--- src/sv/alsd_pkg.sv ---
package alsd_pkg;

   // ring of repeated readings that must all agree before a switch state change
   localparam int REPEAT_COUNT = 8;
   localparam int RING_PTR_W   = $clog2(REPEAT_COUNT);

   // switches on the ladder; switch 0 means nothing pressed
   localparam int NUM_SWITCHES = 6;
   localparam int NUM_WINDOWS  = NUM_SWITCHES - 1;

   // result queue, counted in input transactions (each holds up to two results)
   localparam int Q_DEPTH = 2;
   localparam int Q_PTR_W = $clog2(Q_DEPTH);
   localparam int Q_CNT_W = $clog2(Q_DEPTH + 1);

   // command codes
   localparam logic [1:0] CMD_START  = 2'd0;
   localparam logic [1:0] CMD_SAMPLE = 2'd1;
   localparam logic [1:0] CMD_QUERY  = 2'd2;

   // event kinds
   localparam logic [2:0] KIND_RELEASED = 3'd0;
   localparam logic [2:0] KIND_PRESSED  = 3'd1;
   localparam logic [2:0] KIND_DONE     = 3'd2;
   localparam logic [2:0] KIND_FAILED   = 3'd3;
   localparam logic [2:0] KIND_REPLY    = 3'd4;

   // register indexes
   localparam logic [1:0] CSR_WINDOW_DELTA   = 2'd0;
   localparam logic [1:0] CSR_NONE_THRESHOLD = 2'd1;
   localparam logic [1:0] CSR_FAILSAFE_LIMIT = 2'd2;

   // register reset values
   localparam logic [9:0]  WINDOW_DELTA_RST   = 10'd150;
   localparam logic [11:0] NONE_THRESHOLD_RST = 12'd3800;
   localparam logic [7:0]  FAILSAFE_LIMIT_RST = 8'd40;

   // window centres for switches 1 to 5, tried in this order
   localparam logic [11:0] WINDOW_CENTRE [NUM_WINDOWS] =
      '{12'd2048, 12'd2730, 12'd3413, 12'd1365, 12'd683};

   typedef struct packed {
      logic [2:0] kind;
      logic [2:0] id;
   } result_type;

   // everything one input transaction reports
   typedef struct packed {
      result_type  res0;
      result_type  res1;
      logic        two;
      logic [31:0] dur;
      logic [NUM_SWITCHES-1:0] mask;
   } entry_type;

endpackage

--- src/sv/analog_ladder_switch_decoder.sv ---
// Six-switch resistor ladder decoder.
// Request channel (req_*): a command with an ADC sample, a millisecond time and a
// switch select. Start opens a scan, samples are classified into a ring of
// REPEAT_COUNT readings, and when all readings agree the pressed flags change and
// release then press events go out; no change gives a done result, an exhausted
// attempt budget a failed result. A query returns the held duration of a switch.
// Response channel (rsp_*): one result per transaction, rsp_last on the final
// result caused by a request. Configuration (csr_*): always ready; the user is
// to write it only while the block is idle, which the block does not enforce.
// Timing: a request is processed in the cycle it is accepted; its results are
// registered in the result queue. Throughput: one request per cycle unless the
// queue is full, bounded by the response port, which delivers one result per
// cycle (a request with both a release and a press gives two results).
// Reset: synchronous, clears the scan, pressed flags and the result queue and
// restores the register defaults.
// Stall: results wait in a two-transaction queue; req_stall rises when it is full.
module analog_ladder_switch_decoder
   import alsd_pkg::*;
(
   input  logic        clock,
   input  logic        reset,

   input  logic        req_valid,
   output logic        req_stall,
   input  logic [1:0]  req_cmd,
   input  logic [11:0] req_sample,
   input  logic [31:0] req_now_ms,
   input  logic [2:0]  req_switch_sel,

   output logic        rsp_valid,
   input  logic        rsp_stall,
   output logic [2:0]  rsp_event_kind,
   output logic [2:0]  rsp_switch_id,
   output logic [31:0] rsp_duration_ms,
   output logic [5:0]  rsp_pressed_mask,
   output logic        rsp_last,

   input  logic        csr_valid,
   output logic        csr_ready,
   input  logic [1:0]  csr_index,
   input  logic [11:0] csr_data
);

   // configuration registers
   logic [9:0]  window_delta_ff;
   logic [11:0] none_threshold_ff;
   logic [7:0]  failsafe_limit_ff;

   // scan state
   logic [2:0]            ring_ff       [REPEAT_COUNT];
   logic [2:0]            ring_in       [REPEAT_COUNT];
   logic [REPEAT_COUNT-1:0] ring_valid_ff, ring_valid_in;
   logic [RING_PTR_W-1:0] ring_ptr_ff, ring_ptr_in;
   logic [7:0]            attempts_ff, attempts_in;
   logic                  scanning_ff, scanning_in;
   logic [NUM_SWITCHES-1:0] flags_ff, flags_in;
   logic [31:0]           stamp_ff [NUM_SWITCHES];
   logic [NUM_SWITCHES-1:0] stamp_we;

   // result queue
   entry_type             q_ff [Q_DEPTH];
   logic [Q_PTR_W-1:0]    q_wr_ff, q_rd_ff;
   logic [Q_CNT_W-1:0]    q_cnt_ff;
   logic                  sub_ff;

   // datapath signals
   logic                  accept;
   logic                  push;
   entry_type             entry;
   logic [12:0]           win_lo [NUM_WINDOWS];
   logic [12:0]           win_hi [NUM_WINDOWS];
   logic [NUM_WINDOWS-1:0] in_win;
   logic                  sw_valid;
   logic [2:0]            sw;
   logic                  ring_wr;
   logic                  settled;
   logic [NUM_SWITCHES-1:0] new_flags, rel, prs;
   logic [2:0]            rel_id, prs_id;
   logic [7:0]            att_dec;
   entry_type             head;
   logic                  head_last;
   logic                  pop_result;
   logic                  pop_entry;

   assign csr_ready = 1'b1;
   assign accept    = req_valid & ~req_stall;
   assign req_stall = (q_cnt_ff == Q_CNT_W'(Q_DEPTH));

   // window edges, lower edge clamped at zero
   always_comb begin
      for (int i = 0; i < NUM_WINDOWS; i++) begin
         win_lo[i] = ({2'b0, window_delta_ff} > WINDOW_CENTRE[i]) ? 13'd0 :
                     {1'b0, WINDOW_CENTRE[i] - {2'b0, window_delta_ff}};
         win_hi[i] = {1'b0, WINDOW_CENTRE[i]} + {3'b0, window_delta_ff};
         in_win[i] = ({1'b0, req_sample} >= win_lo[i]) &&
                     ({1'b0, req_sample} <= win_hi[i]);
      end
   end

   // sample classification, first matching window wins
   always_comb begin
      sw_valid = 1'b0;
      sw       = 3'd0;
      if (req_sample > none_threshold_ff) begin
         sw_valid = 1'b1;
      end else begin
         for (int i = NUM_WINDOWS - 1; i >= 0; i--) begin
            if (in_win[i]) begin
               sw_valid = 1'b1;
               sw       = 3'(i + 1);
            end
         end
         if (!sw_valid && req_sample <= {2'b0, window_delta_ff}) begin
            sw_valid = 1'b1;
            sw       = 3'(NUM_SWITCHES);
         end
      end
   end

   // ring write and agreement check
   assign ring_wr = (req_cmd == CMD_SAMPLE) && scanning_ff && sw_valid;

   always_comb begin
      ring_valid_in = ring_valid_ff;
      settled       = 1'b1;
      for (int i = 0; i < REPEAT_COUNT; i++) begin
         ring_in[i] = ring_ff[i];
         if (ring_wr && ring_ptr_ff == RING_PTR_W'(i)) begin
            ring_in[i]       = sw;
            ring_valid_in[i] = 1'b1;
         end
      end
      for (int i = 0; i < REPEAT_COUNT; i++) begin
         if (!ring_valid_in[i] || ring_in[i] != ring_in[0]) begin
            settled = 1'b0;
         end
      end
   end

   // flag changes for a settled reading
   always_comb begin
      rel_id = 3'd0;
      prs_id = 3'd0;
      for (int i = 0; i < NUM_SWITCHES; i++) begin
         new_flags[i] = (ring_in[0] == 3'(i + 1));
      end
      rel = flags_ff & ~new_flags;
      prs = new_flags & ~flags_ff;
      for (int i = 0; i < NUM_SWITCHES; i++) begin
         if (rel[i]) rel_id = 3'(i + 1);
         if (prs[i]) prs_id = 3'(i + 1);
      end
   end

   assign att_dec = (attempts_ff != 8'd0) ? attempts_ff - 8'd1 : attempts_ff;

   // command handling
   always_comb begin
      ring_ptr_in = ring_ptr_ff;
      attempts_in = attempts_ff;
      scanning_in = scanning_ff;
      flags_in    = flags_ff;
      stamp_we    = '0;
      push        = 1'b0;
      entry       = '{res0: '{kind: KIND_FAILED, id: 3'd0},
                      res1: '{kind: KIND_FAILED, id: 3'd0},
                      two: 1'b0, dur: 32'd0, mask: flags_ff};
      case (req_cmd)
         CMD_START: begin
            if (!scanning_ff) begin
               ring_ptr_in = '0;
               if (failsafe_limit_ff <= 8'd1) begin
                  attempts_in = 8'd0;
                  push        = 1'b1;
               end else begin
                  attempts_in = failsafe_limit_ff - 8'd1;
                  scanning_in = 1'b1;
               end
            end
         end
         CMD_SAMPLE: begin
            if (scanning_ff) begin
               if (ring_wr) begin
                  ring_ptr_in = (ring_ptr_ff == RING_PTR_W'(REPEAT_COUNT - 1)) ? '0 :
                                ring_ptr_ff + RING_PTR_W'(1);
               end
               if (settled) begin
                  scanning_in = 1'b0;
                  flags_in    = new_flags;
                  stamp_we    = rel | prs;
                  push        = 1'b1;
                  entry.mask  = new_flags;
                  if (rel == '0 && prs == '0) begin
                     entry.res0 = '{kind: KIND_DONE, id: 3'd0};
                  end else if (rel != '0) begin
                     entry.res0 = '{kind: KIND_RELEASED, id: rel_id};
                     entry.res1 = '{kind: KIND_PRESSED, id: prs_id};
                     entry.two  = (prs != '0);
                  end else begin
                     entry.res0 = '{kind: KIND_PRESSED, id: prs_id};
                  end
               end else begin
                  attempts_in = att_dec;
                  if (att_dec == 8'd0) begin
                     scanning_in = 1'b0;
                     push        = 1'b1;
                  end
               end
            end
         end
         CMD_QUERY: begin
            push = 1'b1;
            entry.res0.kind = KIND_REPLY;
            if (req_switch_sel >= 3'd1 && req_switch_sel <= 3'(NUM_SWITCHES)) begin
               entry.res0.id = req_switch_sel;
               if (flags_ff[req_switch_sel - 3'd1]) begin
                  entry.dur = req_now_ms - stamp_ff[req_switch_sel - 3'd1];
               end
            end
         end
         default: begin
         end
      endcase
   end

   // configuration registers
   always_ff @(posedge clock) begin
      if (reset) begin
         window_delta_ff   <= WINDOW_DELTA_RST;
         none_threshold_ff <= NONE_THRESHOLD_RST;
         failsafe_limit_ff <= FAILSAFE_LIMIT_RST;
      end else if (csr_valid && csr_ready) begin
         case (csr_index)
            CSR_WINDOW_DELTA:   window_delta_ff   <= csr_data[9:0];
            CSR_NONE_THRESHOLD: none_threshold_ff <= csr_data;
            CSR_FAILSAFE_LIMIT: failsafe_limit_ff <= csr_data[7:0];
            default: begin
            end
         endcase
      end
   end

   // scan control state
   always_ff @(posedge clock) begin
      if (reset) begin
         ring_valid_ff <= '0;
         ring_ptr_ff   <= '0;
         attempts_ff   <= 8'd0;
         scanning_ff   <= 1'b0;
         flags_ff      <= '0;
      end else if (accept) begin
         if (req_cmd == CMD_START && !scanning_ff) begin
            ring_valid_ff <= '0;
         end else begin
            ring_valid_ff <= ring_valid_in;
         end
         ring_ptr_ff <= ring_ptr_in;
         attempts_ff <= attempts_in;
         scanning_ff <= scanning_in;
         flags_ff    <= flags_in;
      end
   end

   // ring readings and press timestamps
   always_ff @(posedge clock) begin
      if (accept) begin
         for (int i = 0; i < REPEAT_COUNT; i++) begin
            ring_ff[i] <= ring_in[i];
         end
         for (int i = 0; i < NUM_SWITCHES; i++) begin
            if (stamp_we[i]) stamp_ff[i] <= req_now_ms;
         end
      end
   end

   // result queue read side
   assign head       = q_ff[q_rd_ff];
   assign rsp_valid  = (q_cnt_ff != '0);
   assign head_last  = ~head.two | sub_ff;
   assign pop_result = rsp_valid & ~rsp_stall;
   assign pop_entry  = pop_result & head_last;

   assign rsp_event_kind   = sub_ff ? head.res1.kind : head.res0.kind;
   assign rsp_switch_id    = sub_ff ? head.res1.id : head.res0.id;
   assign rsp_duration_ms  = head.dur;
   assign rsp_pressed_mask = head.mask;
   assign rsp_last         = head_last;

   // result queue control
   always_ff @(posedge clock) begin
      if (reset) begin
         q_wr_ff  <= '0;
         q_rd_ff  <= '0;
         q_cnt_ff <= '0;
         sub_ff   <= 1'b0;
      end else begin
         if (accept && push) begin
            q_wr_ff <= (q_wr_ff == Q_PTR_W'(Q_DEPTH - 1)) ? '0 : q_wr_ff + Q_PTR_W'(1);
         end
         if (pop_entry) begin
            q_rd_ff <= (q_rd_ff == Q_PTR_W'(Q_DEPTH - 1)) ? '0 : q_rd_ff + Q_PTR_W'(1);
         end
         if (pop_result) begin
            sub_ff <= ~head_last;
         end
         q_cnt_ff <= q_cnt_ff + Q_CNT_W'(accept && push) - Q_CNT_W'(pop_entry);
      end
   end

   // result queue storage
   always_ff @(posedge clock) begin
      if (accept && push) begin
         q_ff[q_wr_ff] <= entry;
      end
   end

endmodule
--- config.mk ---
export PLATFORM = sky130hd
export DESIGN_NAME = analog_ladder_switch_decoder
export DESIGN_NICKNAME = d
export VERILOG_FILES = /design/src/sv/alsd_pkg.sv /design/src/sv/analog_ladder_switch_decoder.sv
export SDC_FILE = /design/constraint.sdc
export NUM_CORES = 1
export LEC_CHECK = 0
export ABC_AREA = 1
export BUFFER_PORTS_ARGS = -buffer_cell sky130_fd_sc_hd__buf_2
export CAP_MARGIN = 20
export CORE_MARGIN = 3
export CORE_UTILIZATION = 45
export CTS_CLUSTER_DIAMETER = 80
export CTS_CLUSTER_SIZE = 28
export DETAILED_ROUTE_END_ITERATION = 10
export PLACE_DENSITY = 0.68
export SLEW_MARGIN = 20
export SYNTH_ARGS = -nofsm -noshare
export SYNTH_HDL_FRONTEND = slang
export SYNTH_SLANG_ARGS = --single-unit
--- constraint.sdc ---
create_clock -name clock -period 17.8 [get_ports clock]
set_input_delay 1.78 -clock clock [delete_from_list [all_inputs] [get_ports clock]]
set_output_delay 1.78 -clock clock [all_outputs]
set_load 0.02 [all_outputs]
==> results of run 1 <==
per-stage QoR:
| stage | utilization, % | hold slack [ns] | setup WS, ns | total power [uW] |
|---|---|---|---|---|
| 2_1_floorplan | - | 0.423 | 10.91 | 1330 |
| 3_3_place_gp | 48.5 | 0.436 | 11.02 | 1470 |
| 3_5_place_dp | 48.5 | 0.438 | 10.89 | 1480 |
| 4_1_cts | 50.0 | 0.458 | 10.94 | 2040 |
| 5_1_grt | 50.1 | 0.472 | 10.27 | 2130 |
| 6_report | 50.1 | 0.463 | 10.92 | 2030 |
sequential cells by signal (all words and copies together), names as in the netlist, 8 cells and up, named ones only:
signal,cells
none_threshold_ff,12
stamp_ff,192
attempts_ff,8
q_ff,98
ring_valid_ff,8
ring_ff,24
window_delta_ff,10
failsafe_limit_ff,8
worst min-delay path by stage:
stage / start / to / slack [ns] / cells past startpoint
after global placement: q_rd_ff$_SDFFE_PP0P_ / flop / 0.44 / 1
final: q_rd_ff$_SDFFE_PP0P_ / flop / 0.46 / 1
after detailed placement: q_rd_ff$_SDFFE_PP0P_ / flop / 0.44 / 1
after global routing: none_threshold_ff[5]$_SDFFE_PP0P_ / none_threshold_ff[5]$_SDFFE_PP0P_ / 0.47 / 2
after floorplan: q_cnt_ff[1]$_SDFF_PP0_ / q_cnt_ff[1]$_SDFF_PP0_ / 0.42 / 1
after CTS: q_rd_ff$_SDFFE_PP0P_ / flop / 0.46 / 1
power by group through the flow:
stage               Sequential (uW)  Combinational [uW]  Clock, uW
floorplan                      1000                 333          0
global placement               1010                 464          0
detailed placement             1010                 472          0
CTS                             986                 474        578
global route                    989                 537        607
finish                          987                 478        569
critical path: cells and delay by family, from the launching register on:
| family | cells | cell delay [ns] |
|---|---|---|
| compound gates | 3 | 0.88 |
| flops | 1 | 0.80 |
| fa+ha+maj | 1 | 0.27 |
| simple gates | 26 | 3.81 |
| buf+inv | 2 | 0.70 |
cell usage after synthesis, types with 30 or more instances:
cell type and n:
o22ai_1 46, inv_1 257, nor3_1 30, a21oi_1 174, edfxtp_1 314, nor2_1 237
clkbuf_1 63, nand4_1 36, ha_1 169, o21ai_0 199, dfxtp_1 62, nand3_1 130
nand2_1 604, xor2_1 44
kinds of logic (layout without fill, tap and decap cells):
kind of cell / Yosys count / in the layout / share of synthesized area, %
xor gates and xnor gates: 59 / 59 / 2.32
AOI/OAI and AO/OA: 505 / 505 / 12.5
DFF: 376 / 376 / 47.8
adders and majority gates: 170 / 170 / 9.57
and+or+nand+nor: 1097 / 1097 / 21.2
other: 1 / 1 / 0.0168
buffers and inverters: 361 / 440 / 6.55
placed cells by master, fill, tap and decap left out, types with 11 or more instances in the layout:
master     instances
nand2_1          604
edfxtp_1         314
inv_1            254
nor2_1           236
o21ai_0          199
a21oi_1          174
ha_1             169
nand3_1          130
buf_2            114
dfxtp_1           61
o22ai_1           46
xor2_1            44
nand4_1           36
nor3_1            23
clkbuf_16         23
buf_4             17
nand2_2           15
xnor2_1           15
o21ai_1           14
inv_2             13
o211ai_1          12
o21a_1            11
layout make-up:
| cell class | count | area [um^2] |
|---|---|---|
| clock buffer | 23 | 576 |
| tap | 656 | 821 |
| fill | 4520 | 24100 |
| sequential | 376 | 10700 |
| timing repair buffer | 132 | 726 |
| multi-input combinational | 1832 | 10200 |
| inverter | 274 | 1040 |
| clock inverter | 11 | 146 |
routing by layer:
metal | wire (um) | part of all wire (%) | track usage, % | up-vias
met5 | 76 | 0.12 | 0 | -
met4 | 2330 | 3.8 | 8.17 | 10
met3 | 2950 | 4.8 | 2.75 | 139
met2 | 30000 | 49 | 40.5 | 536
met1 | 26000 | 42 | 29.1 | 8627
li1 | - | - | - | 8886
==> out/results.tsv, run 1 <==
stage	metric	value	unit
synth	Post-synth top flop	edfxtp_1	
pwr	Pint	1370	uW
floorplanning	die footprint	52300	um^2
layout	diode count	0	
layout	share of layout cells above drive strength 1	9.33	%
sta	post-layout minimum cycle time	6.88	ns
synth	post-synth top area share	42.3	%
setup_path	most frequent cell on the critical path	nand2_1	
clocking	Reg clk slew, reported paths	0.08	ns
place	placed insts	3269	
floorplanning	io pins	116	
setup_path	CP Class	flop to flop	
setup_path	critical path startpoint category	flop	
setup_path	crit-path max cell delay	0.80	ns
global_routing	first-pass GRT wire length	96.8	mm
clocking	cts hold-fix bufs	0	
synth	Syn Nets	2807	
pwr	Flop pwr share	48.5	%
place	gpl congestion	0.947	
routing	# DRC	0	
synth	sequential share of the synthesized area	47.8	%
clocking	# resized after CTS	0	
synth	area leader, netlist	edfxtp_1	
sta	clock skew	0.0376	ns
setup_path	Worst R2R Path Depth	32	
global_routing	vias in the first global route	17700	
clocking	CTS buffer count	22	
pwr	Clock Power Share	28.0	%
synth	number of synthesized flops with an enable pin	314	
setup_path	Worst Setup EP	q_ff[0][9]$_DFFE_PP_	
sta	post-route setup TNS	0	ns
floorplanning	Die X	229	um
synth	syn avg cell area	8.68	um^2
synth	#FFs+latches synth	376	
pwr	pwr dens	84.0	nW/um^2
setup_path	flop2flop setup slack	10.92	ns
pwr	combinational share of power	23.5	%
routing	wire per inst	18.6	um
setup_path	crit-path max FO	49	
clocking	CTS root buffer	clkbuf_16	
synth	Post-Syn Instances	2569	
routing	Starting DRT DRC Count	1433	
floorplanning	die height	229	um
sta	Final period util	38.7	%
synth	yosys warns	0	
pwr	switching part of the total power	32.4	%
synth	Synth async-reset ratio	0	%
clocking	H-Tree Depth	1	
global_routing	grt total ovfl	0	
setup_path	CP max-delay cell	dfxtp_1	
layout	Layout area overhead	8.51	%
routing	Routed Antenna Nets	0	
clocking	Clk Latency, worst-skew pair	0.57	ns
sta	final setup fails	0	
place	Port Buffers	114	
routing	total routed wirelength	61.4	mm
routing	via count	18200	
clocking	CTS tree	done	
pwr	Static Leak	0.0103	uW
floorplanning	Placeable Area	48300	um^2
routing	drt first pass iters	5	
synth	count of different cell masters after synthesis	56	
sta	achievable frequency	145	MHz
pwr	Sw Pwr	659	uW
setup_path	critical path data required time	17.98	ns
place	Post-DP Area	23400	um^2
floorplanning	Initial Util	46.1	%
setup_path	worst flop-to-flop path startpoint	window_delta_ff[5]$_SDFFE_PP0P_	
global_routing	initial antenna violation count	6	
job	maxcap violations	0	
setup_path	Critical Path AT	7.06	ns
setup_path	FF-to-FF End	q_ff[0][9]$_DFFE_PP_	
sta	final hold vios	0	
sta	fin. max-slew vios	0	
layout	final net count	2876	
global_routing	GRT Overall Usage	23.0	%
global_routing	largest net degree at the start of global routing	104	
sta	Worst Tran Pin Value	1.09	ns
layout	design area	24200	um^2
outcome	status	complete, no violations	
clocking	clock sink count	376	
pwr	Worst IR Drop VDD	0.0000781	V
place	hpwl dp	42.9	mm
sta	Slew headroom	27.6	%
clocking	clock buffer depth	3	
clocking	post-CTS setup buffers	0	
min_path	hold crit path type	flop to flop	
floorplanning	Rows	80	
routing	vias per cell	5.51	
layout	Final Non-Filler Cells	3304	
sta	unrepaired setup endpoints after global routing	false	
synth	Area contributors post-synth	edfxtp_1 42%, nand2_1 10%, ha_1 9.5%	
setup_path	crit end category	flop	
setup_path	CP startpoint	window_delta_ff[5]$_SDFFE_PP0P_	
synth	Post-Syn Area	22300	um^2
No activity file was read; power rests on OpenSTA's default activity.
==> inputs of run 2 (changes only) <==
- clock period: 17.8 -> 7 ns (I/O delays scaled with it)
==> out/results.tsv, run 2 (synthesized netlist as in run 1, its figures left out) <==
stage	metric	value	unit	change
outcome	status	complete, no violations		
layout	max reg flops	192		unchanged
sta	final hold vios	0		unchanged
sta	unrepaired setup endpoints after global routing	false		
clocking	H-Tree Depth	1		unchanged
clocking	cts hold-fix bufs	0		unchanged
routing	total routed wirelength	62.2	mm	+1.4%
routing	wire per inst	18.7	um	+0.70%
routing	Starting DRT DRC Count	1506		+5.1%
pwr	Static Leak	0.0104	uW	+1.2%
setup_path	crit-path max FO	32		-35%
global_routing	first-pass GRT wire length	96.6	mm	-0.24%
clocking	clock buffer depth	3		unchanged
routing	vias per cell	5.51		+0.11%
layout	commonest cells after routing, fill and taps aside	604 x nand2_1, 314 x edfxtp_1, 254 x inv_1, 236 x nor2_1, 199 x o21ai_0		
sta	achievable frequency	158	MHz	+8.5%
floorplanning	Die X	229	um	unchanged
clocking	CTS root buffer	clkbuf_16		
min_path	hold crit path type	primary input to flop		
clocking	CTS buffer count	25		+14%
floorplanning	io pins	116		unchanged
setup_path	Worst R2R Path Depth	31		-3.1%
min_path	hold path start	csr_data[11]		
layout	Final Non-Filler Cells	3326		+0.67%
setup_path	CP max-delay cell	o21ai_0		
global_routing	GR peak layer	met2		
floorplanning	Initial Util	46.1	%	unchanged
setup_path	CP Class	flop to flop		
sta	clock skew	0.0462	ns	+0.00866 ns
setup_path	critical path data required time	7.22	ns	-10.76 ns
setup_path	critical path startpoint category	flop		
routing	# DRC	0		unchanged
clocking	clock sink count	376		unchanged
min_path	hold depth	3		+2
place	Post-DP Area	23600	um^2	+0.59%
layout	design area	24400	um^2	+0.95%
pwr	Worst IR Drop VDD	0.000192	V	+150%
pwr	pwr dens	217	nW/um^2	+160%
floorplanning	die height	229	um	unchanged
place	placed insts	3284		+0.46%
layout	share of layout cells above drive strength 1	10.0	%	+0.67 points
global_routing	largest net degree at the start of global routing	104		unchanged
sta	final setup fails	0		unchanged
clocking	Reg clk slew, reported paths	0.09	ns	about the same
global_routing	vias in the first global route	17600		-0.55%
floorplanning	Placeable Area	48300	um^2	unchanged
routing	drt first pass iters	6		+1
routing	Routed Antenna Nets	0		unchanged
floorplanning	Rows	80		unchanged
clocking	# resized after CTS	0		unchanged
sta	Worst Tran Pin Value	1.05	ns	-0.0320 ns
layout	final net count	2893		+0.59%
place	hpwl dp	44.5	mm	+3.8%
sta	Final period util	90.6	%	+52 points
clocking	CTS tree	done		
layout	Biggest register	stamp_ff		
sta	fin. max-slew vios	0		unchanged
clocking	Clk Latency, worst-skew pair	0.59	ns	+0.02 ns
job	maxcap violations	0		unchanged
floorplanning	die footprint	52300	um^2	unchanged
global_routing	GRT Overall Usage	23.1	%	+0.12 points
sta	post-layout minimum cycle time	6.34	ns	-0.538 ns
layout	top flop regs	stamp_ff x192, q_ff x98, ring_ff x24		
setup_path	crit-path max cell delay	0.57	ns	-0.23 ns
layout	most common cell after layout, fill and taps aside	nand2_1		
sta	Slew headroom	29.7	%	+2.1 points
global_routing	met3 Usage GRT	2.67	%	-0.087 points
global_routing	grt total ovfl	0		unchanged
setup_path	crit end category	flop		
routing	via count	18300		+0.78%
global_routing	M1 GR Usage	29.3	%	+0.12 points
place	gpl congestion	0.913		-3.6%
global_routing	initial antenna violation count	5		-1
layout	diode count	0		unchanged
setup_path	Critical Path AT	6.57	ns	-0.49 ns
pwr	Pwr Total	5310	uW	+160%
setup_path	worst flop-to-flop path startpoint	window_delta_ff[1]$_SDFFE_PP1P_		
sta	post-route setup TNS	0	ns	unchanged
setup_path	CP startpoint	window_delta_ff[1]$_SDFFE_PP1P_		
setup_path	most frequent cell on the critical path	nand2_1		
layout	Layout area overhead	9.54	%	
place	Port Buffers	114		unchanged
clocking	post-CTS setup buffers	0		unchanged
global_routing	met2 GRT Util	40.4	%	-0.066 points
## run 2: final cells by class
cell class	instances	area, um^2
inverters	274	1040
clock inverters	16	209
fillers	4528	23900
well taps	656	821
clock buffers	26	639
flip-flops and latches	376	10700
multi-input cells	1832	10200
repair buffers	146	836
## run 2: layer usage
metal | vias up | wire length, um | share of wire (%)
li1 | 8919 | - | -
met1 | 8624 | 25900 | 42
met2 | 634 | 30400 | 49
met3 | 157 | 3240 | 5.2
met4 | 6 | 2680 | 4.3
met5 | - | 37 | 0.059
## run 2: final timing paths
check | endpoint | slack [ns]
max | stamp_ff[0][15]$_DFFE_PP_ | 0.66
min | none_threshold_ff[11]$_SDFFE_PP1P_ | 0.37
max reg2reg | stamp_ff[0][15]$_DFFE_PP_ | 0.66
min reg2reg | q_rd_ff$_SDFFE_PP0P_ | 0.46
## run 2: critical path, delay by kind of cell, from the launching register on
kind                     cells  cell delay (ns)
AND/OR/NAND/NOR             18             2.67
buffers and inverters        6             1.31
AO/OA/AOI/OAI                4             0.91
adder cells (fa/ha/maj)      2             0.59
flip-flops                   1             0.30
XOR/XNOR                     1             0.15
## run 2: where the power goes
group	total, uW	switching, uW	internal [uW]
clock	1570	853	719
combinational	1230	846	388
sequential	2500	30.9	2470
## run 2: through the flow
step	util, %	hold slack (ns)	setup WS [ns]
3_3_place_gp	48.8	0.431	0.811
3_5_place_dp	48.8	0.445	0.729
5_1_grt	50.5	0.361	0.179
4_1_cts	50.5	0.349	0.727
2_1_floorplan	-	0.423	0.130
6_report	50.5	0.367	0.656
